**config.mk**
```make
export PLATFORM = sky130hd
export DESIGN_NAME = cubic_joint_trajectory_unit_flat
export DESIGN_NICKNAME = d
export VERILOG_FILES = /design/src/rtl/core/cjt_pkg.sv /design/src/rtl/core/cjt_if.sv /design/src/rtl/core/cjt_divider.sv /design/src/rtl/core/cjt_mac.sv /design/src/rtl/core/cubic_joint_trajectory_unit.sv /design/src/flat_wrapper.sv
export SDC_FILE = /design/constraint.sdc
export NUM_CORES = 2
export LEC_CHECK = 0
export BUFFER_PORTS_ARGS = -buffer_cell sky130_fd_sc_hd__buf_2
export CORE_MARGIN = 5
export CORE_UTILIZATION = 55
export DETAILED_ROUTE_END_ITERATION = 16
export PLACE_DENSITY = 0.74
export SETUP_SLACK_MARGIN = 0.3
export SLEW_MARGIN = 40
export SYNTH_ARGS = -nofsm -noshare
export SYNTH_HDL_FRONTEND = slang
export SYNTH_SLANG_ARGS = --single-unit
export TNS_END_PERCENT = 20
```
**constraint.sdc**
```tcl
create_clock -name clk -period 21.1 [get_ports clk]
set_input_delay 1.055 -clock clk [delete_from_list [all_inputs] [get_ports clk]]
set_output_delay 1.055 -clock clk [all_outputs]
set_load 0.01 [all_outputs]
```
**src/rtl/core/cjt_pkg.sv**
```systemverilog
// Package: shared constants and limit functions for the cubic trajectory unit.
`timescale 1ns / 1ps
`default_nettype none
package cjt_pkg;
	localparam int ANGLE_FRAC_BITS = 16;
	localparam int ANGLE_W = ANGLE_FRAC_BITS + 3;
	localparam int TIME_W = 26;
	localparam int S_BITS = 24;
	localparam int MAX_JOINTS = 7;

	localparam logic [1:0] ST_ACCEPTED = 2'd0;
	localparam logic [1:0] ST_REJECTED = 2'd1;
	localparam logic [1:0] ST_COMMAND  = 2'd2;
	localparam logic [1:0] ST_IDLE     = 2'd3;

	localparam logic OP_START = 1'b0;
	localparam logic OP_TICK  = 1'b1;

	localparam logic [TIME_W-1:0] MIN_DUR_RESET = 26'd1000000;

	// joint limits in units of 1e-4 rad
	function automatic int lim_lo_e4(input int j);
		case (j)
			0: return -28973;
			1: return -17628;
			2: return -28973;
			3: return -30718;
			4: return -28973;
			5: return -175;
			6: return -28973;
			default: return 0;
		endcase
	endfunction

	function automatic int lim_hi_e4(input int j);
		case (j)
			0: return 28973;
			1: return 17628;
			2: return 28973;
			3: return -698;
			4: return 28973;
			5: return 37525;
			6: return 28973;
			default: return 0;
		endcase
	endfunction

	// e4 * 2^fb / 10000, rounded half away from zero; elaboration only
	function automatic longint limit_fixed(input int e4, input int fb);
		longint m;
		longint r;
		m = (e4 < 0) ? -longint'(e4) : longint'(e4);
		r = ((m << fb) + 64'sd5000) / 64'sd10000;
		return (e4 < 0) ? -r : r;
	endfunction
endpackage
`default_nettype wire

```
**src/rtl/core/cjt_if.sv**
```systemverilog
// Valid/ready channel interfaces for requests and results.
`timescale 1ns / 1ps
`default_nettype none
interface cjt_req_if;
	logic        valid;
	logic        ready;
	logic        opcode;
	logic signed [18:0] angle_one;
	logic signed [18:0] angle_two;
	logic signed [18:0] angle_three;
	logic signed [18:0] angle_four;
	logic signed [18:0] angle_five;
	logic signed [18:0] angle_six;
	logic signed [18:0] angle_seven;
	logic [25:0] time_value_us;
	logic        has_duration;
	modport source (output valid, opcode, angle_one, angle_two, angle_three, angle_four,
		angle_five, angle_six, angle_seven, time_value_us, has_duration, input ready);
	modport sink (input valid, opcode, angle_one, angle_two, angle_three, angle_four,
		angle_five, angle_six, angle_seven, time_value_us, has_duration, output ready);
endinterface

interface cjt_res_if;
	logic        valid;
	logic        ready;
	logic [1:0]  status;
	logic signed [18:0] cmd_one;
	logic signed [18:0] cmd_two;
	logic signed [18:0] cmd_three;
	logic signed [18:0] cmd_four;
	logic signed [18:0] cmd_five;
	logic signed [18:0] cmd_six;
	logic signed [18:0] cmd_seven;
	logic        finished;
	logic [2:0]  rejected_joint;
	modport source (output valid, status, cmd_one, cmd_two, cmd_three, cmd_four, cmd_five,
		cmd_six, cmd_seven, finished, rejected_joint, input ready);
	modport sink (input valid, status, cmd_one, cmd_two, cmd_three, cmd_four, cmd_five,
		cmd_six, cmd_seven, finished, rejected_joint, output ready);
endinterface
`default_nettype wire

```
**src/rtl/core/cjt_divider.sv**
```systemverilog
// Restoring divider: floor((num << 24) / den) for num < den, one quotient bit per cycle.
`timescale 1ns / 1ps
`default_nettype none
module cjt_divider (
	input  wire logic clk,
	input  wire logic arst_n,
	input  wire logic start,
	input  wire logic [cjt_pkg::TIME_W-1:0] num,
	input  wire logic [cjt_pkg::TIME_W-1:0] den,
	output logic busy,
	output logic [cjt_pkg::S_BITS:0] quot
);
	import cjt_pkg::*;
	localparam int STEPS = S_BITS;
	localparam int CW = $clog2(STEPS + 1);

	logic [TIME_W-1:0] rem_q;
	logic [TIME_W-1:0] den_q;
	logic [CW-1:0] cnt_q;
	logic [TIME_W:0] shifted;
	logic [TIME_W:0] trial;
	logic take;

	// remainder stays below den, so the doubled value fits in TIME_W+1 bits
	assign shifted = {rem_q, 1'b0};
	assign take = shifted >= {1'b0, den_q};
	assign trial = shifted - {1'b0, den_q};

	always_ff @(posedge clk or negedge arst_n) begin
		if (!arst_n) begin
			busy <= 1'b0;
			cnt_q <= '0;
		end else if (start) begin
			busy <= 1'b1;
			cnt_q <= CW'(STEPS);
		end else if (busy) begin
			cnt_q <= cnt_q - 1'b1;
			if (cnt_q == CW'(1)) busy <= 1'b0;
		end
	end

	always_ff @(posedge clk) begin
		if (start) begin
			rem_q <= num;
			den_q <= den;
			quot <= '0;
		end else if (busy) begin
			rem_q <= take ? trial[TIME_W-1:0] : shifted[TIME_W-1:0];
			quot <= {quot[S_BITS-1:0], take};
		end
	end
endmodule
`default_nettype wire

```
**src/rtl/core/cjt_mac.sv**
```systemverilog
// Shared multiplier with rounding: computes (a * b + 2^23) >> 24.
`timescale 1ns / 1ps
`default_nettype none
module cjt_mac (
	input  wire logic clk,
	input  wire logic [cjt_pkg::S_BITS+1:0] a,
	input  wire logic [cjt_pkg::S_BITS+1:0] b,
	output logic [cjt_pkg::S_BITS+1:0] p
);
	import cjt_pkg::*;
	localparam int W = S_BITS + 2;
	logic [2*W-1:0] prod_s1;

	always_ff @(posedge clk) prod_s1 <= a * b;

	logic [2*W-1:0] rnd;
	assign rnd = prod_s1 + (2*W)'(1 << (S_BITS - 1));
	assign p = rnd[S_BITS +: W];
endmodule
`default_nettype wire

```
**src/rtl/core/cubic_joint_trajectory_unit.sv**
```systemverilog
// Top level of the cubic joint trajectory unit: sequencer, state and result register.
//
// Usage: requests arrive on req (valid/ready), one result per request leaves on res.
// A start request (opcode 0) checks targets against fixed joint limits; the result
// register loads in the cycle after acceptance. An idle tick (no move running) loads it
// at the accepting edge. A moving tick runs a 24-step serial divide for s = t/tf, two
// shared multiplies for the cubic blend and one shared multiply per joint; the result
// loads after the last joint, and the divide is skipped when the move is complete.
// Throughput is one request per result: ready is low from acceptance until the result
// has been taken and returns the cycle after; a stalled receiver holds the block.
// cfg_we writes min_duration_us; write only while idle.
// Reset clears the move state, sets min_duration_us to 1000000 and empties the
// result register. Start and target angle stores are not reset.
`timescale 1ns / 1ps
`default_nettype none
module cubic_joint_trajectory_unit #(
	parameter int JOINT_COUNT = 7
) (
	input  wire logic clk,
	input  wire logic arst_n,
	cjt_req_if.sink req,
	cjt_res_if.source res,
	input  wire logic cfg_we,
	input  wire logic [cjt_pkg::TIME_W-1:0] cfg_wdata
);
	import cjt_pkg::*;
	localparam int AW = ANGLE_W;
	localparam int SW = S_BITS + 2;
	localparam int JW = 3;

	typedef enum logic [6:0] {
		S_IDLE  = 7'b0000001,
		S_DIV   = 7'b0000010,
		S_SQ    = 7'b0000100,
		S_BLEND = 7'b0001000,
		S_JOINT = 7'b0010000,
		S_CHECK = 7'b0100000,
		S_OUT   = 7'b1000000
	} state_t;

	state_t state_q;
	logic [TIME_W-1:0] min_dur_q, elapsed_q, dur_q;
	logic moving_q, await_q;
	logic signed [AW-1:0] start_q [MAX_JOINTS];
	logic signed [AW-1:0] target_q [MAX_JOINTS];
	logic signed [AW-1:0] ang_q [MAX_JOINTS];
	logic signed [AW-1:0] cmd_q [MAX_JOINTS];
	logic [JW-1:0] jidx_q;
	logic [1:0] phase_q;
	logic [SW-1:0] s_q, s2_q, h_q;
	logic done_q;
	logic [1:0] status_q;
	logic fin_q;
	logic [2:0] rej_q;
	logic res_valid_q;
	logic has_dur_q;
	logic [TIME_W-1:0] tv_q;

	logic signed [AW-1:0] ang_in [MAX_JOINTS];
	assign ang_in[0] = req.angle_one;
	assign ang_in[1] = req.angle_two;
	assign ang_in[2] = req.angle_three;
	assign ang_in[3] = req.angle_four;
	assign ang_in[4] = req.angle_five;
	assign ang_in[5] = req.angle_six;
	assign ang_in[6] = req.angle_seven;

	logic [MAX_JOINTS-1:0] bad;
	always_comb begin
		for (int j = 0; j < MAX_JOINTS; j++) begin
			bad[j] = (j < JOINT_COUNT) &&
				((longint'(ang_q[j]) < limit_fixed(lim_lo_e4(j), ANGLE_FRAC_BITS)) ||
				 (longint'(ang_q[j]) > limit_fixed(lim_hi_e4(j), ANGLE_FRAC_BITS)));
		end
	end
	logic [2:0] first_bad;
	always_comb begin
		first_bad = 3'd0;
		for (int j = MAX_JOINTS - 1; j >= 0; j--)
			if (bad[j]) first_bad = 3'(j + 1);
	end

	logic accept;
	assign accept = req.valid && req.ready;
	assign req.ready = (state_q == S_IDLE) && !res_valid_q;

	logic [TIME_W:0] el_sum;
	assign el_sum = {1'b0, elapsed_q} + {1'b0, req.time_value_us};

	// divider
	logic div_start, div_busy;
	logic [S_BITS:0] div_quot;
	cjt_divider u_div (.clk(clk), .arst_n(arst_n), .start(div_start), .num(elapsed_q),
		.den(dur_q), .busy(div_busy), .quot(div_quot));

	// shared multiplier; joint multiply uses magnitude of delta
	logic [SW-1:0] mul_a, mul_b, mul_p;
	cjt_mac u_mac (.clk(clk), .a(mul_a), .b(mul_b), .p(mul_p));

	logic signed [AW:0] delta;
	logic [AW:0] dmag;
	assign delta = {target_q[jidx_q][AW-1], target_q[jidx_q]} -
		{start_q[jidx_q][AW-1], start_q[jidx_q]};
	assign dmag = delta[AW] ? (AW+1)'(-delta) : (AW+1)'(delta);

	logic [SW-1:0] three_m2s;
	assign three_m2s = SW'(3 << S_BITS) - {s_q[SW-2:0], 1'b0};

	always_comb begin
		case (state_q)
			S_SQ: begin
				mul_a = s_q;
				mul_b = s_q;
			end
			S_BLEND: begin
				mul_a = s2_q;
				mul_b = three_m2s;
			end
			S_JOINT: begin
				mul_a = SW'(dmag);
				mul_b = h_q;
			end
			default: begin
				mul_a = '0;
				mul_b = '0;
			end
		endcase
	end

	logic signed [AW:0] off;
	assign off = delta[AW] ? -$signed((AW+1)'(mul_p)) : $signed((AW+1)'(mul_p));
	logic [AW:0] qsum;
	assign qsum = (AW+1)'({start_q[jidx_q][AW-1], start_q[jidx_q]} + off);

	assign div_start = (state_q == S_DIV) && (phase_q == 2'd0) && !done_q;

	always_ff @(posedge clk or negedge arst_n) begin
		if (!arst_n) begin
			state_q <= S_IDLE;
			min_dur_q <= MIN_DUR_RESET;
			elapsed_q <= '0;
			dur_q <= '0;
			moving_q <= 1'b0;
			await_q <= 1'b0;
			res_valid_q <= 1'b0;
			phase_q <= '0;
			jidx_q <= '0;
		end else begin
			if (cfg_we) min_dur_q <= cfg_wdata;
			if (res_valid_q && res.ready) res_valid_q <= 1'b0;
			case (state_q)
				S_IDLE: if (accept) begin
					if (req.opcode == OP_START) begin
						state_q <= S_CHECK;
					end else if (!moving_q) begin
						res_valid_q <= 1'b1;
					end else begin
						await_q <= 1'b0;
						elapsed_q <= el_sum[TIME_W] ? '1 : el_sum[TIME_W-1:0];
						phase_q <= 2'd0;
						state_q <= S_DIV;
					end
				end
				S_CHECK: begin
					if (first_bad == 3'd0) begin
						dur_q <= (has_dur_q && tv_q > min_dur_q) ? tv_q : min_dur_q;
						elapsed_q <= '0;
						moving_q <= 1'b1;
						await_q <= 1'b1;
					end
					res_valid_q <= 1'b1;
					state_q <= S_IDLE;
				end
				S_DIV: begin
					if (phase_q == 2'd0) phase_q <= 2'd1;
					else if (done_q || !div_busy) begin
						phase_q <= 2'd0;
						state_q <= S_SQ;
					end
				end
				S_SQ, S_BLEND: begin
					if (phase_q == 2'd0) phase_q <= 2'd1;
					else begin
						phase_q <= 2'd0;
						state_q <= (state_q == S_SQ) ? S_BLEND : S_JOINT;
						jidx_q <= '0;
					end
				end
				S_JOINT: begin
					if (phase_q == 2'd0) phase_q <= 2'd1;
					else begin
						phase_q <= 2'd0;
						if (32'(jidx_q) == JOINT_COUNT - 1) state_q <= S_OUT;
						else jidx_q <= jidx_q + 1'b1;
					end
				end
				S_OUT: begin
					if (done_q) moving_q <= 1'b0;
					res_valid_q <= 1'b1;
					state_q <= S_IDLE;
				end
				default: state_q <= S_IDLE;
			endcase
		end
	end

	always_ff @(posedge clk) begin
		case (state_q)
			S_IDLE: if (accept) begin
				for (int j = 0; j < MAX_JOINTS; j++) ang_q[j] <= ang_in[j];
				has_dur_q <= req.has_duration;
				tv_q <= req.time_value_us;
				status_q <= (req.opcode == OP_START) ? ST_ACCEPTED : ST_IDLE;
				fin_q <= 1'b0;
				rej_q <= 3'd0;
				for (int j = 0; j < MAX_JOINTS; j++) cmd_q[j] <= '0;
				if (req.opcode == OP_TICK && moving_q && await_q)
					for (int j = 0; j < MAX_JOINTS; j++) start_q[j] <= ang_in[j];
				done_q <= (el_sum[TIME_W] ? {TIME_W{1'b1}} : el_sum[TIME_W-1:0]) >= dur_q;
			end
			S_CHECK: begin
				if (first_bad == 3'd0) begin
					for (int j = 0; j < MAX_JOINTS; j++) target_q[j] <= ang_q[j];
				end else begin
					status_q <= ST_REJECTED;
					rej_q <= first_bad;
				end
			end
			S_DIV: if (phase_q != 2'd0 && (done_q || !div_busy))
				s_q <= done_q ? SW'(1 << S_BITS) : SW'(div_quot);
			S_SQ: if (phase_q != 2'd0) s2_q <= mul_p;
			S_BLEND: if (phase_q != 2'd0) h_q <= mul_p;
			S_JOINT: if (phase_q != 2'd0) cmd_q[jidx_q] <= qsum[AW-1:0];
			S_OUT: begin
				status_q <= ST_COMMAND;
				fin_q <= done_q;
			end
			default: ;
		endcase
	end

	assign res.valid = res_valid_q;
	assign res.status = status_q;
	assign res.cmd_one = cmd_q[0];
	assign res.cmd_two = cmd_q[1];
	assign res.cmd_three = cmd_q[2];
	assign res.cmd_four = cmd_q[3];
	assign res.cmd_five = cmd_q[4];
	assign res.cmd_six = cmd_q[5];
	assign res.cmd_seven = cmd_q[6];
	assign res.finished = fin_q;
	assign res.rejected_joint = rej_q;
endmodule
`default_nettype wire

```
**src/flat_wrapper.sv**
```systemverilog
// flat-port wrapper written by rule: the top's interface ports become plain ports
module cubic_joint_trajectory_unit_flat import cjt_pkg::*;
#(
	parameter int JOINT_COUNT = 7
)
  (clk, arst_n, cfg_we, cfg_wdata, req_valid, req_opcode, req_angle_one, req_angle_two, req_angle_three, req_angle_four, req_angle_five, req_angle_six, req_angle_seven, req_time_value_us, req_has_duration, req_ready, res_valid, res_status, res_cmd_one, res_cmd_two, res_cmd_three, res_cmd_four, res_cmd_five, res_cmd_six, res_cmd_seven, res_finished, res_rejected_joint, res_ready);
  cjt_req_if req_i ();
  cjt_res_if res_i ();
  input  wire logic clk;
  input  wire logic arst_n;
  input  wire logic cfg_we;
  input  wire logic [cjt_pkg::TIME_W-1:0] cfg_wdata;
  input wire logic [$bits(req_i.valid)-1:0] req_valid;
  input wire logic [$bits(req_i.opcode)-1:0] req_opcode;
  input wire logic [$bits(req_i.angle_one)-1:0] req_angle_one;
  input wire logic [$bits(req_i.angle_two)-1:0] req_angle_two;
  input wire logic [$bits(req_i.angle_three)-1:0] req_angle_three;
  input wire logic [$bits(req_i.angle_four)-1:0] req_angle_four;
  input wire logic [$bits(req_i.angle_five)-1:0] req_angle_five;
  input wire logic [$bits(req_i.angle_six)-1:0] req_angle_six;
  input wire logic [$bits(req_i.angle_seven)-1:0] req_angle_seven;
  input wire logic [$bits(req_i.time_value_us)-1:0] req_time_value_us;
  input wire logic [$bits(req_i.has_duration)-1:0] req_has_duration;
  output wire logic [$bits(req_i.ready)-1:0] req_ready;
  output wire logic [$bits(res_i.valid)-1:0] res_valid;
  output wire logic [$bits(res_i.status)-1:0] res_status;
  output wire logic [$bits(res_i.cmd_one)-1:0] res_cmd_one;
  output wire logic [$bits(res_i.cmd_two)-1:0] res_cmd_two;
  output wire logic [$bits(res_i.cmd_three)-1:0] res_cmd_three;
  output wire logic [$bits(res_i.cmd_four)-1:0] res_cmd_four;
  output wire logic [$bits(res_i.cmd_five)-1:0] res_cmd_five;
  output wire logic [$bits(res_i.cmd_six)-1:0] res_cmd_six;
  output wire logic [$bits(res_i.cmd_seven)-1:0] res_cmd_seven;
  output wire logic [$bits(res_i.finished)-1:0] res_finished;
  output wire logic [$bits(res_i.rejected_joint)-1:0] res_rejected_joint;
  input wire logic [$bits(res_i.ready)-1:0] res_ready;
  assign req_i.valid = req_valid;
  assign req_i.opcode = req_opcode;
  assign req_i.angle_one = req_angle_one;
  assign req_i.angle_two = req_angle_two;
  assign req_i.angle_three = req_angle_three;
  assign req_i.angle_four = req_angle_four;
  assign req_i.angle_five = req_angle_five;
  assign req_i.angle_six = req_angle_six;
  assign req_i.angle_seven = req_angle_seven;
  assign req_i.time_value_us = req_time_value_us;
  assign req_i.has_duration = req_has_duration;
  assign req_ready = req_i.ready;
  assign res_valid = res_i.valid;
  assign res_status = res_i.status;
  assign res_cmd_one = res_i.cmd_one;
  assign res_cmd_two = res_i.cmd_two;
  assign res_cmd_three = res_i.cmd_three;
  assign res_cmd_four = res_i.cmd_four;
  assign res_cmd_five = res_i.cmd_five;
  assign res_cmd_six = res_i.cmd_six;
  assign res_cmd_seven = res_i.cmd_seven;
  assign res_finished = res_i.finished;
  assign res_rejected_joint = res_i.rejected_joint;
  assign res_i.ready = res_ready;
  cubic_joint_trajectory_unit #(.JOINT_COUNT(JOINT_COUNT)) u_core (.clk(clk), .arst_n(arst_n), .req(req_i), .res(res_i), .cfg_we(cfg_we), .cfg_wdata(cfg_wdata));
endmodule
```
==> impl_results.md <==
* FMAX at 76.66 MHz
* GPL Wtd Cong at 0.9797
* DPL Wire Length at 124.0 mm
* Initial antenna violation count at 1
* Worst path bufs/invs at 6
* Stages on the worst setup path at 39
* WL final at 164.4 mm
* Worst Path Arrival at 13570 ps
* Worst stage delay on the critical path at 670 ps
* Synthesis-to-layout area growth at 10.10%
* Die height at 339.8 um
* Syn_area_per_cell at 10.82 um2
* Yosys top cell area share at 0.3393
* Worst min path class: in -> async
* Dpl ws at 8056 ps
* First-pass GRT wire length at 253.3 mm
* # fillers at 8741
* Tot GR Track Use at 0.2825
* Mapped Nets at 6619
* Placed Area at 0.06301 mm2
* Worst slew margin at 0.3632
* DRC at 0
* Area leader, netlist: edfxtp_1
* Peak VDD IR at 0.09719 mV
* Number of global-route vias before repair at 43850
* Final #Nets at 6879
* Total number of vias at 43020
* Die W at 339.8 um
* Synthesis Warnings at 0
* H-tree lvl count at 3
* Outcome: completed
* Clk root buf: clkbuf_16
* Yosys reg bits at 845
* Critical path type: reg -> reg
* Post-route ant nets at 0
* Nature of the critical path endpoint: register
* Fin crit share at 0.6183
* Final clock skew at 54.36 ps
* Seq/Total Area, Yosys at 0.4042
* Max-slew violation count at 0
* Count leader, synth: inv_1
* R2R cell count at 39
* Worst-path fanout max at 39
* Cell count after synthesis at 5528
* Count of flip-flops with a built-in enable after synthesis at 676
* Share of layout cells above drive strength 1 at 0.1219
* Synth top area cells: edfxtp_1 34%, fa_1 19%, ha_1 6.8%
* Unrepaired setup endpoints after global routing: no
* Drt first pass iters at 9
* Finished Layout Cells at 7273
* Final Hold Fails at 0
* Clk_lat worst skew at 670 ps
* Post-Place Cells at 7117
* Synth unique cells at 107
* Min cycle time layout at 13050 ps
* CP most frequent cell: fa_1
* Reg clk slew, reported paths at 60 ps
* Initial drt markers at 4466
* Pwr Density at 62.89 mW/mm2
* Pin count of the biggest net entering global routing at 74
* Power, Total at 4.142 mW
* I/O Pins at 333
* Setup TNS at 0 ps
* Total CTS buffers at 82
* Vias/cell at 5.914
* Post-Syn Area at 0.05982 mm2
* Final Cell Area at 0.06587 mm2
* Most common flop cell mapped by yosys: edfxtp_1
* Rows at 121
* CORE AREA at 0.1084 mm2
* Req. time, crit path at 21630 ps
* Setup violators final at 0
* CTS Hold Bufs at 0
* CTS Buffer Depth at 3
* Leak at 28.07 nW
* Post_cts resized at 0
* Remaining global-route overflow at 0
* CTS tree: done
* Post-CTS Setup Bufs at 0
* Count of clock tree sinks at 845
* Setup WS post-layout at 8055 ps
* Setup crit start kind: register
* Post-synth ARST share at 0.1160
* Critical-path top delay cell: dfrtp_4
* Worst Tran Pin Value at 953.0 ps
* Commonest cells post-synth: 790 x inv_1, 676 x edfxtp_1, 646 x nand2_1, 576 x fa_1, 543 x nor2_1
* Initial Utilization at 0.5519
* CP top delay family: compound AO/OA/AOI/OAI gates
* MaxCap Viol Count at 0
* Die area at 0.1155 mm2
* IO buf count at 332
* Routed WL per cell at 22.60 um
-- flip-flops by register name, indices dropped and copies added, names as in the netlist, 2 cells and up --
signal                     flops
u_core.ang_q                 133
u_core.cmd_q                 133
u_core.start_q               133
u_core.target_q              133
u_core.u_mac.prod_s1          27
u_core.dur_q                  26
u_core.elapsed_q              26
u_core.h_q                    26
u_core.min_dur_q              26
u_core.s2_q                   26
u_core.tv_q                   26
u_core.u_div.den_q            26
u_core.u_div.rem_q            26
u_core.s_q                    25
u_core.u_div.quot             25
u_core.state_q                 7
u_core.u_div.cnt_q             5
u_core.jidx_q                  3
u_core.res.rejected_joint      3
u_core.res.status              2
-- worst reg2reg max path, delay by kind of cell (launching register included) --
family	cells	cell delay (ps)
buf+inv	6	1200
fa+ha+maj	9	3930
xor+xnor	2	660
flops	1	670
mux	2	940
simple gates	3	690
compound gates	17	4810
-- routing by layer --
| metal | track usage | part of all wire | up-vias |
|---|---|---|---|
| met3 | 0.06246 | 0.096 | 518 |
| met4 | 0.1274 | 0.054 | 0 |
| met1 | 0.3763 | 0.39 | 21360 |
| met2 | 0.4482 | 0.46 | 2165 |
| met5 | 0 | 0 | - |
| li1 | - | - | 18980 |
-- layout by cell type, fill, tap and decap left out, types with 71 or more instances in the layout --
master and instances:
xnor2_1 112, dfrtp_1 87, o21ai_0 182, fa_1 576
mux2i_1 113, edfxtp_1 676, ha_1 323, nand2_1 636
inv_1 788, dfxtp_1 71, buf_2 331, a21oi_1 204
buf_4 72, clkbuf_16 84, nor2_1 540
-- path summary, 6_finish.rpt --
| kind | start | to | slack (ps) |
|---|---|---|---|
| max | u_core.jidx_q[0]$_DFFE_PN0P_ | u_core.u_mac.prod_s1[42]$_DFF_P_ | 8050 |
| min | arst_n | u_core.elapsed_q[7]$_DFFE_PN0P_ | 420 |
| max reg2reg | u_core.jidx_q[0]$_DFFE_PN0P_ | u_core.u_mac.prod_s1[42]$_DFF_P_ | 8050 |
| min reg2reg | u_core.ang_q[5][14]$_DFFE_PP_ | u_core.target_q[5][14]$_DFFE_PP_ | 440 |
| max in group asynchronous | arst_n | u_core.jidx_q[2]$_DFFE_PN0P_ | 19640 |
| min in group clk | u_core.ang_q[5][14]$_DFFE_PP_ | u_core.target_q[5][14]$_DFFE_PP_ | 440 |
-- metrics by stage --
stage                     hold WS (ps)    util
after detailed placement         433.9  0.5813
final                            421.4  0.6076
after global routing             460.4  0.6076
after CTS                        412.1  0.6072
after floorplan                  417.4       -
after global placement           427.8  0.5800
-- final cells by class --
class	count	area, um2	area share
multi-input combinational	3659	31830	0.4833
tap	1414	1769	0.02686
antenna	2	5.005	0.00007598
inverter	791	2979	0.04523
timing repair buffer	409	2277	0.03457
sequential	845	24190	0.3673
clock buffer	110	2250	0.03415
clock inverter	43	563.0	0.008548
-- logic make-up (layout without fill, tap and decap cells) --
logic type / count (synthesis) / count (layout) / synth area share
flops: 845 / 845 / 0.4042
mux: 171 / 171 / 0.03698
simple gates: 1614 / 1614 / 0.1185
xor+xnor: 173 / 173 / 0.02545
compound gates: 801 / 801 / 0.08749
fa+ha+maj: 899 / 899 / 0.2603
buf+inv: 1024 / 1353 / 0.06699
other cells: 1 / 3 / 0.00006268
-- report_power, final --
group | internal, mW | switching [mW]
Sequential | 2.00 | 0.0982
Clock | 0.862 | 0.656
Combinational | 0.186 | 0.343
Power figures use the tool's default switching activity.
